==> config.mk <==
export PLATFORM = sky130hd
export DESIGN_NAME = pli_front
export DESIGN_NICKNAME = d
export VERILOG_FILES = /design/src/design/pli_pkg.sv /design/src/design/pli_front.sv
export SDC_FILE = /design/constraint.sdc
export NUM_CORES = 1
export LEC_CHECK = 0
export BUFFER_PORTS_ARGS = -buffer_cell sky130_fd_sc_hd__buf_2
export CORE_MARGIN = 3
export CORE_UTILIZATION = 30
export DETAILED_ROUTE_END_ITERATION = 10
export PLACE_DENSITY = 0.5
export SLEW_MARGIN = 5
export SYNTH_ARGS = -nofsm -noshare
export SYNTH_HDL_FRONTEND = slang
export SYNTH_SLANG_ARGS = --single-unit
==> constraint.sdc <==
create_clock -name clk -period 4.59 [get_ports clk]
set_input_delay 0.459 -clock clk [delete_from_list [all_inputs] [get_ports clk]]
set_output_delay 0.459 -clock clk [all_outputs]
set_load 0.005 [all_outputs]
==> src/design/pli_pkg.sv <==
// pli_pkg: shared types and codes for the piecewise linear interpolator.
// No dependencies; used by every design file through scoped names.
package pli_pkg;

    localparam int DATA_W  = 32;
    localparam int IDX_W   = 6;
    localparam int CNT_W   = 7;
    localparam int MAG_W   = 33;
    localparam int PROD_W  = 66;
    localparam int QUO_W   = 34;
    localparam int STEP_W  = 7;

    localparam logic       REQ_LOAD  = 1'b0;
    localparam logic       REQ_QUERY = 1'b1;

    localparam logic [1:0] STAT_INTERP = 2'd0;
    localparam logic [1:0] STAT_EXTRAP = 2'd1;
    localparam logic [1:0] STAT_ZDIV   = 2'd2;
    localparam logic [1:0] STAT_LOAD   = 2'd3;

    typedef struct packed {
        logic                     req_type;
        logic [IDX_W-1:0]         point_index;
        logic signed [DATA_W-1:0] x_value;
        logic signed [DATA_W-1:0] y_value;
    } req_t;

    typedef struct packed {
        logic                     valid;
        req_t                     item;
    } queue_head_t;

endpackage

==> src/design/pli_front.sv <==
// pli_front: input side, unpacks stream transactions into request items
// and holds them in a two-entry queue. Depends on pli_pkg.
module pli_front (
    input  logic               clk,
    input  logic               rst_n,
    input  logic               s_tvalid,
    output logic               s_tready,
    input  logic [71:0]        s_tdata,
    input  logic [0:0]         s_tuser,
    output pli_pkg::queue_head_t head,
    input  logic               pop
);

    pli_pkg::req_t fifo_reg [2];
    logic       wr_ptr_reg;
    logic       rd_ptr_reg;
    logic [1:0] count_reg;
    logic [1:0] count_next;
    logic       push;
    logic       do_pop;
    pli_pkg::req_t in_item;

    assign in_item.req_type    = s_tuser[0];
    assign in_item.point_index = s_tdata[5:0];
    assign in_item.x_value     = s_tdata[37:6];
    assign in_item.y_value     = s_tdata[69:38];

    assign s_tready   = (count_reg != 2'd2);
    assign push       = s_tvalid && s_tready;
    assign do_pop     = pop && (count_reg != 2'd0);
    assign head.valid = (count_reg != 2'd0);
    assign head.item  = fifo_reg[rd_ptr_reg];

    always_comb
    begin
        count_next = count_reg;
        if (push && !do_pop)
        begin
            count_next = count_reg + 2'd1;
        end
        else if (!push && do_pop)
        begin
            count_next = count_reg - 2'd1;
        end
    end

    always_ff @(posedge clk or negedge rst_n)
    begin
        if (!rst_n)
        begin
            wr_ptr_reg <= 1'b0;
            rd_ptr_reg <= 1'b0;
            count_reg  <= 2'd0;
        end
        else
        begin
            count_reg <= count_next;
            if (push)
            begin
                wr_ptr_reg <= ~wr_ptr_reg;
            end
            if (do_pop)
            begin
                rd_ptr_reg <= ~rd_ptr_reg;
            end
        end
    end

    always_ff @(posedge clk)
    begin
        if (push)
        begin
            fifo_reg[wr_ptr_reg] <= in_item;
        end
    end

endmodule

# Word level (Yosys, flattened, before mapping)
# Memory sizes are Yosys's and may differ from the RTL's.
# Cells that the tools add are included.
totals:
  output_inout_bits: 73
  regBits: 4
  memories: 1
  mem_bits_rw: 142
mem_list:
  columns: ["memory", "words", "word_bits", "rd", "rd_clocked_by_memory_dff", "wr", "line", "text"]
  rows:
  - ["fifo_reg", 2, 71, 1, 0, 1, "pli_front.sv:14", "pli_pkg::req_t fifo_reg [2];"]
classes:
  n_mux: 4
  add_sub_neg: 2
  reduce_logical: 8
  n_eq_ne: 1
  bitwise: 2
ops:
  columns: ["cell", "count"]
  rows:
  - ["logical AND 1 bit", 4]
  - ["2-to-1 mux 2 bit", 2]
  - ["nonzero test 2 bit", 2]
  - ["adder 2 x 1 -> 2 bit (second input constant)", 1]
  - ["logical NOT 1 bit", 2]
  - ["2-to-1 mux 1 bit", 2]
  - ["!= test 2 bit (second input constant)", 1]
  - ["inverter 1 bit", 2]
  - ["subtractor 2 x 1 -> 2 bit (second input constant)", 1]

# Logic depth before layout (Yosys ltp)
depth:
  ltp_word: 6
  mapped_depth: 7
  depth_no_buf: 7

# Worst setup path before layout
# Ideal clock, no wire load.
synth_path:
  path_kind: "register to register"
  startpoint: "reg count_reg[0]"
  endpoint: "mem fifo_reg[0][0] (netlist bit) (enable)"
  slack_ps: 475
  period_less_slack_ps: 4115
  stages_incl_launch_ff: 4
  t_required_ps: 4090
  t_arrival_ps: 3615
  n_path_buf: 0
  setup_time_ps: 500
  path_cell_list: "dfrtp_1 nand2b_1 nand2_1 nor2_1"
synth_between:
  elab_chain_cells: 4
synth_rtl:
  columns: ["item", "line", "text"]
  rows:
  - ["from (decl)", "pli_front.sv:17", "logic [1:0] count_reg;"]
  - ["from (signal assigned)", "pli_front.sv:57", "count_reg <= count_next;"]
  - ["!= test 2 bit", "pli_front.sv:28", "assign s_tready = (count_reg != 2'd2);"]
  - ["net s_tready", "pli_front.sv:7", "output logic s_tready,"]
  - ["logical AND 1 bit", "pli_front.sv:29", "assign push = s_tvalid && s_tready;"]
  - ["2-to-1 mux 1 bit", "pli_front.sv:71", "if (push)"]
  - ["2-to-1 mux 1 bit (not written as such)", "pli_front.sv:73", "fifo_reg[wr_ptr_reg] <= in_item;"]
  - ["to (decl)", "pli_front.sv:14", null]
# The timed path passes the listed nets, and every way through them passes these cells.

==> results.md <==
- Top cell type's share of synthesized area: 75.2%
- Top_reg_cell synth: edfxtp_1
- Setup_tns: 0 ns
- Share of cells above drive strength 1: 61.8%
- Status: completed
- Setup ws final: 1.71 ns
- P_leak: 2.91 nW
- Synth Register Bits: 146
- DRT Pass-1 Iters: 4
- Top post-synthesis cells by area: edfxtp_1 (75%), mux2_4 (18%), buf_12 (2.5%), dfrtp_1 (1.8%), xnor2_1 (0.46%)
- Area Overhead vs Synth: 28.0%
- Cells on Worst Hold Path: 1
- Min-delay worst type: input port to register
- Switching Power: 1.26 mW
- Flop2flop setup slack: 2.28 ns
- 1st-iter DRT viols: 105
- Vias/cell: 4.20
- Port bufs: 147
- GRT overflow: 0
- Worst setup SP type: register
- Die height: 143 um
- Critical path class: register to output pin
- Dpl ws: 2.09 ns
- Die width: 143 um
- Largest net degree at the start of global routing: 72
- Power Density: 661 nW/um2
- All-Layer GR Usage: 10.6%
- Net total in the final layout: 479
- Grt met1 use: 12.4%
- DP Cell Count: 610
- R2r worst-path depth: 4
- Met3 Use GR: 4.59%
- Sequential cell area fraction in the yosys report: 77.0%
- Netlist Area Pre-Place: 5670 um2
- Core area: 18300 um2
- Starting Density: 31.0%
- GR Util met2: 17.5%
- Rows: 49
- CP endpoint kind: output pin
- Async SR Flop Fraction: 2.74%
- H-tree depth: 4
- WL/cell: 16.3 um
- Post-Route WL: 10500 um
- Clock power share: 31.8%
- Initial antenna violation count: 0
- Max reg flops: 142
- CTS tree: built
- Syn Area/Cell: 23.7 um2
- Full die area: 20600 um2
- Filler cells: 1706
- CTS Buf Count: 17
- Flop pwr share: 42.3%
- CTS root buf: clkbuf_16
- First-pass GRT wire length: 16100 um
- Cells after Synth: 239
- Worst-Skew Late Latency: 0.41 ns
- Max Slew Vio Count: 0
- Maximum vdd drop: 0.651 mV
- Crit path required time: 4.13 ns
- Least-Margin Pin Slew: 1.17 ns
- Final Cycle Share: 62.7%
- Most frequent cell after synthesis: edfxtp_1
- Max Clk Rate: 0.348 GHz
- Antenna diode count: 0
- GPL Wtd Cong: 0.656
- Combinational share of power: 25.9%
- Ys Warns: 0
- CTS Buffer Depth: 2
- Post-synth cell types: 15
- Vias in the first global route: 3030
- Top cells by count, synth: edfxtp_1 (142), mux2_4 (69), buf_12 (7)
- Final ANT Viol Nets: 0
- Slew HR: 21.7%
- Post-CTS Resized: 0
- HPWL Detailed: 6620 um
- Clk sinks: 146
- Syn Nets: 317
- Ports: 150
- Minimum clock period: 2.88 ns
- Final hold viol count: 0
- RSZ-0062 raised after global routing: false
- Residual DRC: 0
- Post-synth EDFFs: 142
- Switching share of total power: 26.2%
- Setup violations, final: 0
- Worst-path maximum fanout: 51
- CP arrival: 2.42 ns
- Max-cap violation count: 0
- Post-synth top area cell: edfxtp_1
- Internal cell power: 3.54 mW
- Final hold slack: 0.232 ns
- Setup Skew: 0.00833 ns
- DR vias: 2702
- Most used routing layer: met2
- Non-filler instance count after layout: 643
- Clock slew seen by the registers of the worst setup and hold paths: 0.06 ns
[layout by cell type, fill, tap and decap left out, drive strengths merged, types with 2 or more instances in the layout]
cell type / netlist / final
clkbuf: 0 / 17
bufinv: 0 / 5
inv: 1 / 4
xor2: 2 / 2
nand2: 2 / 2
mux2: 71 / 71
clkinv: 0 / 6
edfxtp: 142 / 142
dfrtp: 4 / 4
xnor2: 3 / 3
buf: 8 / 150
nor2: 2 / 2
[power by group through the flow]
stage	clock network (mW)	registers (mW)	logic, mW
2_1_floorplan	0	1.93	1.02
3_3_place_gp	0	2.06	1.27
3_5_place_dp	0	2.07	1.28
4_1_cts	1.57	2.04	1.29
5_1_grt	1.64	2.07	1.36
6_report	1.53	2.03	1.24
[worst max-delay path: stages, from the launching register on]
cell,delay [ns]
dfrtp_4,1.07
buf_4,0.43
mux2_4,0.33
buf_2,0.13
[what timing repair did]
action | in CTS | in global routing
hold buffers | 1 | 0
endpoints found under the hold margin | 4 | 0
setup buffers | 0 | 0
endpoints found under the setup margin | 0 | 0
[per-layer routing]
layer	share of wire, %	up-vias
li1	-	1271
met1	43	1332
met2	49	92
met3	7.3	7
met4	0.81	0
met5	0	-
[metrics by stage]
step / utilization [%] / total power [mW] / cell area [um2]
2_1_floorplan: - / 2.95 / 5670
3_3_place_gp: 36.1 / 3.33 / 6590
4_1_cts: 39.7 / 4.90 / 7260
6_report: 39.7 / 4.80 / 7260
3_5_place_dp: 36.1 / 3.36 / 6590
5_1_grt: 39.7 / 5.08 / 7260
[layout make-up]
class / count / area [um2] / area share, %
flip-flops and latches: 146 / 4370 / 60.2
multi-input cells: 84 / 1160 / 16.0
repair buffers: 151 / 781 / 10.8
clock buffers: 17 / 425 / 5.86
well taps: 229 / 287 / 3.95
clock inverters: 15 / 231 / 3.19
inverters: 1 / 3.75 / 0.0517
[kinds of logic after synthesis]
group / share of synthesized area [%]
multiplexers: 18.7
adder cells (fa/ha/maj): 0.221
buffers and inverters: 2.74
XOR/XNOR: 0.773
flip-flops: 77.0
AND/OR/NAND/NOR: 0.596
[final timing paths]
check                                   from         endpoint
worst max-delay path              rd_ptr_reg         head[23]
worst min-delay path             s_tdata[48]  fifo_reg[1][10]
worst max register to register  count_reg[0]  fifo_reg[0][31]
worst min register to register  count_reg[1]     count_reg[1]
max in group asynchronous              rst_n       rd_ptr_reg
min in group asynchronous              rst_n       rd_ptr_reg
(Power assumes the default switching activity.)
